[src/sv/sas_pkg.sv]
// Shared types, codes and constants for the sprite animation sequencer.
package sas_pkg;

  localparam int MAX_ANIMS_DEF = 8;

  // Shared divider operand widths
  localparam int DIVIDEND_W = 19;
  localparam int DIVISOR_W  = 16;

  localparam logic [11:0] ATLAS_COLS_RST   = 12'd1;
  localparam logic [9:0]  FRAME_WIDTH_RST  = 10'd16;
  localparam logic [9:0]  FRAME_HEIGHT_RST = 10'd16;

  // Config register index, taken from paddr[3:2]
  localparam logic [1:0] CFG_IDX_COLS   = 2'd0;
  localparam logic [1:0] CFG_IDX_WIDTH  = 2'd1;
  localparam logic [1:0] CFG_IDX_HEIGHT = 2'd2;

  typedef enum logic [1:0] {
    REQ_TICK   = 2'd0,
    REQ_PLAY   = 2'd1,
    REQ_STOP   = 2'd2,
    REQ_APPEND = 2'd3
  } req_t;

  typedef enum logic [1:0] {
    DIV_SRC_TICK,
    DIV_SRC_WRAP,
    DIV_SRC_COLS
  } div_src_t;

  typedef enum logic [3:0] {
    ST_IDLE,
    ST_RD,
    ST_CHK,
    ST_DIV_T,
    ST_STEP,
    ST_DIV_W,
    ST_WRAP,
    ST_END,
    ST_FLAT,
    ST_DIV_C,
    ST_MUL,
    ST_DONE
  } ctrl_state_t;

  typedef struct packed {
    logic [11:0] start;
    logic [11:0] count;
    logic [11:0] idle;
    logic [15:0] dur;
    logic        loop_en;
  } anim_entry_t;

  typedef struct packed {
    logic     accept;
    logic     rd;
    logic     div_start;
    div_src_t div_src;
    logic     step;
    logic     wrap;
    logic     fin;
    logic     mul;
    logic     load_out;
  } ctrl_cmd_t;

  typedef struct packed {
    logic tick_go;
    logic loop_en;
    logic n_ge_k;
    logic div_done;
    logic out_free;
  } dp_status_t;

endpackage

[src/sv/sas_div.sv]
// Restoring divider, one quotient bit per cycle.
module sas_div (
  input  logic                           clk,
  input  logic                           rst_n,
  input  logic                           start,
  input  logic [sas_pkg::DIVIDEND_W-1:0] dividend,
  input  logic [sas_pkg::DIVISOR_W-1:0]  divisor,
  output logic                           done,
  output logic [sas_pkg::DIVIDEND_W-1:0] quotient,
  output logic [sas_pkg::DIVISOR_W-1:0]  remainder
);

  localparam int NW    = sas_pkg::DIVIDEND_W;
  localparam int DW    = sas_pkg::DIVISOR_W;
  localparam int CNT_W = $clog2(NW + 1);

  logic             busy_r, busy_nxt;
  logic             done_r, done_nxt;
  logic [CNT_W-1:0] cnt_r, cnt_nxt;
  logic [NW-1:0]    quo_r, quo_nxt;
  logic [DW-1:0]    rem_r, rem_nxt;
  logic [DW-1:0]    dsr_r, dsr_nxt;
  logic [DW:0]      trial;
  logic [DW:0]      diff;

  assign trial = {rem_r, quo_r[NW-1]};
  assign diff  = trial - {1'b0, dsr_r};

  always_comb begin
    busy_nxt = busy_r;
    done_nxt = 1'b0;
    cnt_nxt  = cnt_r;
    quo_nxt  = quo_r;
    rem_nxt  = rem_r;
    dsr_nxt  = dsr_r;
    if (start) begin
      busy_nxt = 1'b1;
      cnt_nxt  = CNT_W'(NW);
      quo_nxt  = dividend;
      rem_nxt  = '0;
      dsr_nxt  = divisor;
    end else if (busy_r) begin
      if (trial >= {1'b0, dsr_r}) begin
        rem_nxt = diff[DW-1:0];
        quo_nxt = {quo_r[NW-2:0], 1'b1};
      end else begin
        rem_nxt = trial[DW-1:0];
        quo_nxt = {quo_r[NW-2:0], 1'b0};
      end
      cnt_nxt = cnt_r - CNT_W'(1);
      if (cnt_r == CNT_W'(1)) begin
        busy_nxt = 1'b0;
        done_nxt = 1'b1;
      end
    end
  end

  always_ff @(posedge clk) begin
    if (!rst_n) begin
      busy_r <= 1'b0;
      done_r <= 1'b0;
      cnt_r  <= '0;
    end else begin
      busy_r <= busy_nxt;
      done_r <= done_nxt;
      cnt_r  <= cnt_nxt;
    end
  end

  always_ff @(posedge clk) begin
    quo_r <= quo_nxt;
    rem_r <= rem_nxt;
    dsr_r <= dsr_nxt;
  end

  assign done      = done_r;
  assign quotient  = quo_r;
  assign remainder = rem_r;

endmodule

[src/sv/sas_datapath.sv]
// Datapath: animation table, playback state, config registers, divider and result register.
module sas_datapath #(
  parameter int MAX_ANIMS = sas_pkg::MAX_ANIMS_DEF
) (
  input  logic                clk,
  input  logic                rst_n,
  input  sas_pkg::ctrl_cmd_t  cmd,
  output sas_pkg::dp_status_t status,
  input  logic [1:0]          in_req_type,
  input  logic [2:0]          in_anim_select,
  input  logic [15:0]         in_time_delta,
  input  logic [11:0]         in_def_start_frame,
  input  logic [11:0]         in_def_frame_count,
  input  logic [11:0]         in_def_idle_frame,
  input  logic [15:0]         in_def_frame_duration,
  input  logic                in_def_loop,
  input  logic                psel,
  input  logic                penable,
  input  logic                pwrite,
  input  logic [3:0]          paddr,
  input  logic [31:0]         pwdata,
  output logic [31:0]         prdata,
  output logic                out_valid,
  input  logic                out_stall,
  output logic                out_append_ok,
  output logic [2:0]          out_appended_index,
  output logic                out_frame_visible,
  output logic [12:0]         out_atlas_frame,
  output logic [21:0]         out_source_x,
  output logic [22:0]         out_source_y,
  output logic                out_is_playing,
  output logic [2:0]          out_active_anim
);

  localparam int TW = $clog2(MAX_ANIMS + 1);
  localparam int IW = (MAX_ANIMS > 1) ? $clog2(MAX_ANIMS) : 1;
  localparam int CW = TW + 3;
  localparam int NW = sas_pkg::DIVIDEND_W;
  localparam int DW = sas_pkg::DIVISOR_W;

  // Config registers
  logic [11:0] cols_r;
  logic [9:0]  fw_r;
  logic [9:0]  fh_r;
  logic        cfg_wr;

  assign cfg_wr = psel && penable && pwrite;

  always_ff @(posedge clk) begin
    if (!rst_n) begin
      cols_r <= sas_pkg::ATLAS_COLS_RST;
      fw_r   <= sas_pkg::FRAME_WIDTH_RST;
      fh_r   <= sas_pkg::FRAME_HEIGHT_RST;
    end else if (cfg_wr) begin
      unique case (paddr[3:2])
        sas_pkg::CFG_IDX_COLS:   cols_r <= pwdata[11:0];
        sas_pkg::CFG_IDX_WIDTH:  fw_r   <= pwdata[9:0];
        sas_pkg::CFG_IDX_HEIGHT: fh_r   <= pwdata[9:0];
        default: ;
      endcase
    end
  end

  always_comb begin
    unique case (paddr[3:2])
      sas_pkg::CFG_IDX_COLS:   prdata = {20'd0, cols_r};
      sas_pkg::CFG_IDX_WIDTH:  prdata = {22'd0, fw_r};
      sas_pkg::CFG_IDX_HEIGHT: prdata = {22'd0, fh_r};
      default:                 prdata = '0;
    endcase
  end

  // Animation table
  sas_pkg::anim_entry_t mem [MAX_ANIMS];
  sas_pkg::anim_entry_t ent_r;
  sas_pkg::anim_entry_t new_ent;

  // Playback state
  logic [TW-1:0]  total_r;
  logic [2:0]     cur_r;
  logic [11:0]    offset_r;
  logic [16:0]    elapsed_r;
  logic           playing_r;

  // Latched request and working registers
  sas_pkg::req_t  req_r;
  logic [15:0]    dt_r;
  logic           ok_r;
  logic [2:0]     aidx_r;
  logic [17:0]    sum_r;
  logic [27:0]    prod_r;
  logic [12:0]    flat_r;
  logic [21:0]    sx_r;
  logic [22:0]    sy_r;

  logic           out_valid_r;
  logic           ok_o_r;
  logic [2:0]     aidx_o_r;
  logic           vis_o_r;
  logic [12:0]    flat_o_r;
  logic [21:0]    sx_o_r;
  logic [22:0]    sy_o_r;
  logic           playing_o_r;
  logic [2:0]     cur_o_r;

  sas_pkg::req_t  req_in;
  logic           tbl_full;
  logic           play_ok;
  logic           append_go;
  logic [IW-1:0]  rd_addr;
  logic [IW-1:0]  wr_addr;
  logic [15:0]    dur_eff;
  logic [11:0]    cols_eff;
  logic [17:0]    sum_c;
  logic [11:0]    k_c;
  logic [12:0]    flat_c;
  logic [17:0]    end_diff;
  logic [21:0]    sx_c;
  logic [22:0]    sy_c;
  logic [NW-1:0]  div_a;
  logic [DW-1:0]  div_b;
  logic           div_done;
  logic [NW-1:0]  div_q;
  logic [DW-1:0]  div_rem;
  logic           vis_c;

  assign req_in    = sas_pkg::req_t'(in_req_type);
  assign tbl_full  = (total_r == TW'(MAX_ANIMS));
  assign play_ok   = (CW'(in_anim_select) < CW'(total_r))
                     && !((in_anim_select == cur_r) && playing_r);
  assign append_go = cmd.accept && (req_in == sas_pkg::REQ_APPEND) && !tbl_full;
  assign rd_addr   = IW'(cur_r);
  assign wr_addr   = IW'(total_r);

  assign new_ent.start   = in_def_start_frame;
  assign new_ent.count   = in_def_frame_count;
  assign new_ent.idle    = in_def_idle_frame;
  assign new_ent.dur     = in_def_frame_duration;
  assign new_ent.loop_en = in_def_loop;

  always_ff @(posedge clk) begin
    if (append_go) begin
      mem[wr_addr] <= new_ent;
    end
  end

  always_ff @(posedge clk) begin
    if (cmd.rd) begin
      ent_r <= mem[rd_addr];
    end
  end

  assign dur_eff  = (ent_r.dur == 16'd0) ? 16'd1 : ent_r.dur;
  assign cols_eff = (cols_r == 12'd0) ? 12'd1 : cols_r;
  assign sum_c    = {1'b0, elapsed_r} + {2'd0, dt_r};
  // Frames from the current one to the last, both included
  assign k_c      = (offset_r < ent_r.count) ? (ent_r.count - offset_r) : 12'd1;
  assign flat_c   = {1'b0, ent_r.start} + {1'b0, (playing_r ? offset_r : ent_r.idle)};
  assign end_diff = sum_r - prod_r[17:0];
  assign sx_c     = div_rem[11:0] * fw_r;
  assign sy_c     = div_q[12:0] * fh_r;
  assign vis_c    = (total_r != '0);

  always_comb begin
    unique case (cmd.div_src)
      sas_pkg::DIV_SRC_TICK: begin
        div_a = {1'b0, sum_c};
        div_b = dur_eff;
      end
      sas_pkg::DIV_SRC_WRAP: begin
        div_a = div_q + {7'd0, offset_r};
        div_b = {4'd0, ent_r.count};
      end
      sas_pkg::DIV_SRC_COLS: begin
        div_a = {6'd0, flat_c};
        div_b = {4'd0, cols_eff};
      end
      default: begin
        div_a = '0;
        div_b = '0;
      end
    endcase
  end

  sas_div u_div (
    .clk       (clk),
    .rst_n     (rst_n),
    .start     (cmd.div_start),
    .dividend  (div_a),
    .divisor   (div_b),
    .done      (div_done),
    .quotient  (div_q),
    .remainder (div_rem)
  );

  // Playback state updates
  always_ff @(posedge clk) begin
    if (!rst_n) begin
      total_r   <= '0;
      cur_r     <= '0;
      offset_r  <= '0;
      elapsed_r <= '0;
      playing_r <= 1'b0;
    end else if (cmd.accept) begin
      unique case (req_in)
        sas_pkg::REQ_TICK: ;
        sas_pkg::REQ_PLAY: begin
          if (play_ok) begin
            cur_r     <= in_anim_select;
            offset_r  <= '0;
            elapsed_r <= '0;
            playing_r <= 1'b1;
          end
        end
        sas_pkg::REQ_STOP: playing_r <= 1'b0;
        sas_pkg::REQ_APPEND: begin
          if (!tbl_full) begin
            total_r <= total_r + TW'(1);
          end
        end
        default: ;
      endcase
    end else if (cmd.step) begin
      if (ent_r.loop_en) begin
        elapsed_r <= {1'b0, div_rem};
      end else if (!status.n_ge_k) begin
        elapsed_r <= {1'b0, div_rem};
        offset_r  <= offset_r + div_q[11:0];
      end
    end else if (cmd.wrap) begin
      offset_r <= div_rem[11:0];
    end else if (cmd.fin) begin
      elapsed_r <= end_diff[16:0];
      offset_r  <= ent_r.count - 12'd1;
      playing_r <= 1'b0;
    end
  end

  always_ff @(posedge clk) begin
    if (cmd.accept) begin
      req_r  <= req_in;
      dt_r   <= in_time_delta;
      ok_r   <= append_go;
      aidx_r <= append_go ? 3'(total_r) : 3'd0;
    end
    if (cmd.div_start && (cmd.div_src == sas_pkg::DIV_SRC_TICK)) begin
      sum_r <= sum_c;
    end
    if (cmd.div_start && (cmd.div_src == sas_pkg::DIV_SRC_COLS)) begin
      flat_r <= flat_c;
    end
    if (cmd.step) begin
      prod_r <= k_c * dur_eff;
    end
    if (cmd.mul) begin
      sx_r <= sx_c;
      sy_r <= sy_c;
    end
  end

  // Result register
  always_ff @(posedge clk) begin
    if (!rst_n) begin
      out_valid_r <= 1'b0;
    end else if (cmd.load_out) begin
      out_valid_r <= 1'b1;
    end else if (!out_stall) begin
      out_valid_r <= 1'b0;
    end
  end

  always_ff @(posedge clk) begin
    if (cmd.load_out) begin
      ok_o_r      <= ok_r;
      aidx_o_r    <= aidx_r;
      vis_o_r     <= vis_c;
      flat_o_r    <= vis_c ? flat_r : 13'd0;
      sx_o_r      <= vis_c ? sx_r : 22'd0;
      sy_o_r      <= vis_c ? sy_r : 23'd0;
      playing_o_r <= playing_r;
      cur_o_r     <= cur_r;
    end
  end

  assign status.tick_go  = (req_r == sas_pkg::REQ_TICK) && playing_r && vis_c
                           && (ent_r.count > 12'd1);
  assign status.loop_en  = ent_r.loop_en;
  assign status.n_ge_k   = (div_q >= {7'd0, k_c});
  assign status.div_done = div_done;
  assign status.out_free = !out_valid_r || !out_stall;

  assign out_valid          = out_valid_r;
  assign out_append_ok      = ok_o_r;
  assign out_appended_index = aidx_o_r;
  assign out_frame_visible  = vis_o_r;
  assign out_atlas_frame    = flat_o_r;
  assign out_source_x       = sx_o_r;
  assign out_source_y       = sy_o_r;
  assign out_is_playing     = playing_o_r;
  assign out_active_anim    = cur_o_r;

endmodule

[src/sv/sas_ctrl.sv]
// Controller state machine sequencing one transaction through the datapath.
module sas_ctrl (
  input  logic                clk,
  input  logic                rst_n,
  input  logic                in_valid,
  output logic                in_stall,
  input  sas_pkg::dp_status_t status,
  output sas_pkg::ctrl_cmd_t  cmd
);

  sas_pkg::ctrl_state_t state_r, state_nxt;

  always_ff @(posedge clk) begin
    if (!rst_n) begin
      state_r <= sas_pkg::ST_IDLE;
    end else begin
      state_r <= state_nxt;
    end
  end

  always_comb begin
    state_nxt = state_r;
    unique case (state_r)
      sas_pkg::ST_IDLE:  if (in_valid) state_nxt = sas_pkg::ST_RD;
      sas_pkg::ST_RD:    state_nxt = sas_pkg::ST_CHK;
      sas_pkg::ST_CHK:   state_nxt = status.tick_go ? sas_pkg::ST_DIV_T : sas_pkg::ST_FLAT;
      sas_pkg::ST_DIV_T: if (status.div_done) state_nxt = sas_pkg::ST_STEP;
      sas_pkg::ST_STEP: begin
        priority if (status.loop_en) state_nxt = sas_pkg::ST_DIV_W;
        else if (status.n_ge_k)      state_nxt = sas_pkg::ST_END;
        else                         state_nxt = sas_pkg::ST_FLAT;
      end
      sas_pkg::ST_DIV_W: if (status.div_done) state_nxt = sas_pkg::ST_WRAP;
      sas_pkg::ST_WRAP:  state_nxt = sas_pkg::ST_FLAT;
      sas_pkg::ST_END:   state_nxt = sas_pkg::ST_FLAT;
      sas_pkg::ST_FLAT:  state_nxt = sas_pkg::ST_DIV_C;
      sas_pkg::ST_DIV_C: if (status.div_done) state_nxt = sas_pkg::ST_MUL;
      sas_pkg::ST_MUL:   state_nxt = sas_pkg::ST_DONE;
      sas_pkg::ST_DONE:  if (status.out_free) state_nxt = sas_pkg::ST_IDLE;
      default:           state_nxt = sas_pkg::ST_IDLE;
    endcase
  end

  always_comb begin
    cmd          = '0;
    cmd.div_src  = sas_pkg::DIV_SRC_TICK;
    unique case (state_r)
      sas_pkg::ST_IDLE: cmd.accept = in_valid;
      sas_pkg::ST_RD:   cmd.rd = 1'b1;
      sas_pkg::ST_CHK: begin
        cmd.div_start = status.tick_go;
        cmd.div_src   = sas_pkg::DIV_SRC_TICK;
      end
      sas_pkg::ST_STEP: begin
        cmd.step      = 1'b1;
        cmd.div_start = status.loop_en;
        cmd.div_src   = sas_pkg::DIV_SRC_WRAP;
      end
      sas_pkg::ST_WRAP: cmd.wrap = 1'b1;
      sas_pkg::ST_END:  cmd.fin = 1'b1;
      sas_pkg::ST_FLAT: begin
        cmd.div_start = 1'b1;
        cmd.div_src   = sas_pkg::DIV_SRC_COLS;
      end
      sas_pkg::ST_MUL:  cmd.mul = 1'b1;
      sas_pkg::ST_DONE: cmd.load_out = status.out_free;
      default: ;
    endcase
  end

  assign in_stall = (state_r != sas_pkg::ST_IDLE);

endmodule

[src/sv/sprite_animation_sequencer_core.sv]
// Top level: sprite animation sequencer, one transaction in flight at a time.
// Play, stop, append and idle ticks make one division, a non-looping tick two and a looping
// tick three, all on the shared one-bit-per-cycle divider. A waiting result does not block
// the next accept. Reset (rst_n, synchronous) empties the table and stops playback.
module sprite_animation_sequencer_core #(
  parameter int MAX_ANIMS = sas_pkg::MAX_ANIMS_DEF
) (
  input  logic        clk,
  input  logic        rst_n,
  input  logic        in_valid,
  output logic        in_stall,
  input  logic [1:0]  in_req_type,
  input  logic [2:0]  in_anim_select,
  input  logic [15:0] in_time_delta,
  input  logic [11:0] in_def_start_frame,
  input  logic [11:0] in_def_frame_count,
  input  logic [11:0] in_def_idle_frame,
  input  logic [15:0] in_def_frame_duration,
  input  logic        in_def_loop,
  output logic        out_valid,
  input  logic        out_stall,
  output logic        out_append_ok,
  output logic [2:0]  out_appended_index,
  output logic        out_frame_visible,
  output logic [12:0] out_atlas_frame,
  output logic [21:0] out_source_x,
  output logic [22:0] out_source_y,
  output logic        out_is_playing,
  output logic [2:0]  out_active_anim,
  input  logic        psel,
  input  logic        penable,
  input  logic        pwrite,
  input  logic [3:0]  paddr,
  input  logic [31:0] pwdata,
  output logic [31:0] prdata,
  output logic        pready
);

  sas_pkg::ctrl_cmd_t  cmd;
  sas_pkg::dp_status_t status;

  assign pready = 1'b1;

  sas_ctrl u_ctrl (
    .clk      (clk),
    .rst_n    (rst_n),
    .in_valid (in_valid),
    .in_stall (in_stall),
    .status   (status),
    .cmd      (cmd)
  );

  sas_datapath #(
    .MAX_ANIMS (MAX_ANIMS)
  ) u_dp (
    .clk                   (clk),
    .rst_n                 (rst_n),
    .cmd                   (cmd),
    .status                (status),
    .in_req_type           (in_req_type),
    .in_anim_select        (in_anim_select),
    .in_time_delta         (in_time_delta),
    .in_def_start_frame    (in_def_start_frame),
    .in_def_frame_count    (in_def_frame_count),
    .in_def_idle_frame     (in_def_idle_frame),
    .in_def_frame_duration (in_def_frame_duration),
    .in_def_loop           (in_def_loop),
    .psel                  (psel),
    .penable               (penable),
    .pwrite                (pwrite),
    .paddr                 (paddr),
    .pwdata                (pwdata),
    .prdata                (prdata),
    .out_valid             (out_valid),
    .out_stall             (out_stall),
    .out_append_ok         (out_append_ok),
    .out_appended_index    (out_appended_index),
    .out_frame_visible     (out_frame_visible),
    .out_atlas_frame       (out_atlas_frame),
    .out_source_x          (out_source_x),
    .out_source_y          (out_source_y),
    .out_is_playing        (out_is_playing),
    .out_active_anim       (out_active_anim)
  );

endmodule
[config.mk]
export PLATFORM = sky130hd
export DESIGN_NAME = sprite_animation_sequencer_core
export DESIGN_NICKNAME = d
export VERILOG_FILES = /design/src/sv/sas_pkg.sv /design/src/sv/sas_div.sv /design/src/sv/sas_datapath.sv /design/src/sv/sas_ctrl.sv /design/src/sv/sprite_animation_sequencer_core.sv
export SDC_FILE = /design/constraint.sdc
export NUM_CORES = 2
export LEC_CHECK = 0
export ABC_AREA = 0
export BUFFER_PORTS_ARGS = -buffer_cell sky130_fd_sc_hd__buf_2
export CORE_MARGIN = 3
export CORE_UTILIZATION = 25
export DETAILED_ROUTE_END_ITERATION = 8
export PLACE_DENSITY = 0.45
export SLEW_MARGIN = 20
export SYNTH_ARGS = -nofsm -noshare
export SYNTH_HDL_FRONTEND = slang
export SYNTH_SLANG_ARGS = --single-unit
[constraint.sdc]
create_clock -name clk -period 8.2 [get_ports clk]
set_input_delay 0.41 -clock clk [delete_from_list [all_inputs] [get_ports clk]]
set_output_delay 0.41 -clock clk [all_outputs]
set_load 0.02 [all_outputs]
==> key figures <==
Worst setup path
  – Reg2Reg Depth: 25
  – R2R Path Start: u_dp.ent_r[29]$_DFFE_PN_
  – CP Max Fanout: 9
  – Max stage delay cell, worst path: a211oi_2
  – Worst path bufs/invs: 5
  – WP data arrival: 8.03 ns
  – Reg2reg setup slack: 0.64 ns
  – Worst EP required: 8.67 ns
  – RR Endpoint: u_dp.prod_r[16]$_DFFE_PP_
  – Startpoint types: flop
  – Kind of capture point of the worst setup path: flop
  – Kind of critical path: reg2reg
  – Crit path top cell by count: fa_1
  – Slowest Stage Delay on Critical Path: around 0.63 ns
  – Crit. Startpoint: u_dp.ent_r[29]$_DFFE_PN_
  – Top Family by Delay on Critical Path: adder cells

Finish
  – Layout area overhead: 16.6%
  – Final layout net count: 4581
  – Share of cells above drive strength 1: 0.148
  – Filler instances: 18606
  – Final Util: 0.295

STA
  – Hold_ws: between 0.15 and 0.2 ns
  – Worst Skew: 0.0683 ns
  – Post-route setup TNS: 0 ns
  – Fin crit share: 0.922
  – Fin. Hold Viols: 0
  – Slew headroom: 0.252
  – Worst-Margin Slew: 1.12 ns
  – RSZ-0062 raised after global routing: false
  – Min Clock Period, post-route: 7.56 ns
  – Final setup vio count: 0
  – Setup ws final: 0.638 ns
  – Slew Viols, Final: 0
  – F_max: 132 MHz

Synth
  – Yosys cell types: 93
  – Multiplexer area fraction after synthesis: 0.0750
  – Complex-gate fraction of the synthesized area: 0.0692
  – Adder-Cell Fraction of Synth Area: 0.182
  – Cell taking the most area after synthesis: edfxtp_1
  – Top-area cell type share of the netlist area: 0.453
  – Cells after Synth: 3697
  – Syn. warnings: 0
  – Post-synth ARST share: 0
  – Largest family of logic cells by synthesized area: adder cells
  – Main flop type after synthesis: edfxtp_1
  – Fraction of the mapped netlist area in simple logic gates: 0.0997
  – Synthesized area per cell: 12.4 sq um
  – Register area share after synthesis: 0.495
  – Post-Synth XOR/XNOR Area: 0.0288
  – Synth area leaders: edfxtp_1 45%, fa_1 11%, ha_1 6.9%
  – Synthesized area: ~46000 sq um
  – Number of synthesized register bits: about 800
  – Post-synth EDFFs: 693

Clock tree
  – Clock Path Buffers: 3
  – Clock Latency Late Sink: 0.72 ns
  – Clock Sinks: slightly below 800
  – Root Buffer: clkbuf_16
  – CTS tree: built
  – Hold-fix buffers, CTS: slightly below 90
  – CTS HTree Levels: 3
  – Post-CTS Setup Inserts: 0
  – CTS Buf Count: 88
  – Register clock-pin slew on the reported worst setup and hold paths: 0.06 ns
  – Post-CTS sizing: 0

Hold path
  – WHS Endpoint: u_dp.fw_r[4]$_SDFFE_PN1P_
  – Hold path start: rst_n
  – Hold path depth: 3
  – Min-Delay Path Class: in2reg

Detailed routing
  – Antenna-violating nets left: 0
  – Routed WL: 129000 um
  – Drt drc: 0
  – Starting DRT DRC Count: 1729
  – Via/cell ratio: 4.44
  – Avg WL per Cell: around 20 um
  – Vias post-DR: 28769
  – DRT Pass-1 Iters: 5

GRT
  – Initial antenna violation count: 21
  – Number of global-route vias before repair: 29988
  – First-pass GRT wire length: 195000 um
  – Grt ovf: 0
  – Largest net degree at the start of global routing: 85
  – Gr usage total: 0.136

Floorplanning
  – Die height: roughly 430 um
  – Initial Util: 0.253
  – Cell Rows: 156
  – Die area: 189000 sq um
  – Core Box Area: between 150000 and 200000 sq um
  – # IOs: between 200 and 250
  – Width of the die: 435 um

Pwr
  – LEAKAGE: 20.4 nW
  – VDD IR max: 1.09 mV
  – Final Power: roughly 19 mW
  – PD cells: 350 nW/um^2

Run status
  – Status: completed

Job
  – Max-cap violation count: 0

Place
  – DP HPWL: 90900 um
  – Setup WS pre-CTS: 0.608 ns
  – RePlAce Congestion: roughly 0.87
  – Buffers on Ports: 175
## cell usage in the layout (no fill, tap or decap), types with 93 or more instances in the layout
cell      instances
a21oi_1         174
and2_1          192
buf_2           175
dfxtp_1          93
edfxtp_1        693
fa_1            259
ha_1            253
inv_1           398
mux4_2          106
nand2_1         437
nor2_1          123
xnor2_1         102
## how the worst max path moves through the flow
stage | end | slack (ns) | depth (start not counted)
finish | u_dp.prod_r[16]$_DFFE_PP_ | 0.64 | 25
global route | u_dp.prod_r[16]$_DFFE_PP_ | 0.14 | 28
CTS | u_dp.prod_r[16]$_DFFE_PP_ | 0.58 | 26
detailed placement | u_dp.prod_r[16]$_DFFE_PP_ | 0.61 | 25
global placement | u_dp.prod_r[16]$_DFFE_PP_ | 0.62 | 26
floorplan | u_dp.prod_r[16]$_DFFE_PP_ | 1.36 | 28
## per-layer routing
metal | up-vias | track usage | share of wire
met5 | - | 0 | 0.00054
met4 | 10 | 0.0460 | 0.035
met3 | 189 | 0.0239 | 0.042
met2 | 578 | 0.225 | 0.48
met1 | 14559 | 0.178 | 0.44
li1 | 13433 | - | -
## power breakdown
| group | internal [mW] | switching (mW) | leakage (nW) |
|---|---|---|---|
| combinational | 4.04 | 5.21 | 11.9 |
| clock | 2.33 | 1.73 | 1.43 |
| sequential | 5.05 | 0.420 | 7.10 |
## tightest hold or removal path: cells and delay by family
family	cells	cell delay, ns
buffers and inverters	2	0.32
and+or+nand+nor	1	0.09
## per-stage QoR
stage | cells | area, sq um
CTS | 6474 | 53600
finish | 6480 | 53600
global placement | 6224 | 49700
detailed placement | 6224 | 49800
floorplan | 3716 | 46000
global route | 6478 | 53600
## flip-flops by register name, indices dropped and copies added (netlist names), 17 cells and up
name,count
u_dp.mem,424
u_dp.ent_r,52
u_dp.out_source_y,23
u_dp.sy_r,23
u_dp.out_source_x,22
u_dp.sx_r,22
u_dp.u_div.quotient,19
u_dp.elapsed_r,17
u_dp.prod_r,17
u_dp.sum_r,17
## synth_stat cells, drive strengths merged (40+ instances only)
cell type	instances
a21oi	176
o21ai	102
inv	403
xor2	44
xnor2	102
and2	199
fa	259
buf	43
nor3	50
mux2	66
mux4	106
clkbuf	132
dfxtp	97
nand2	439
edfxtp	693
ha	253
a21o	40
nor2	127
## logic make-up after synthesis
logic type               Yosys count
other                              2
AO/OA/AOI/OAI                    496
AND/OR/NAND/NOR                  965
flip-flops                       790
buffers and inverters            581
XOR/XNOR                         148
adder cells (fa/ha/maj)          512
multiplexers                     203
## layout make-up
type	count	area [sq um]	area share
clock inverters	49	602	0.0112
multi-input cells	2345	21100	0.393
flip-flops and latches	790	22800	0.425
diodes	6	15.0	0.000280
well taps	2449	3060	0.0572
inverters	405	1520	0.0284
clock buffers	114	2350	0.0439
repair buffers	322	2210	0.0412
Power figures use the tool's default switching activity.
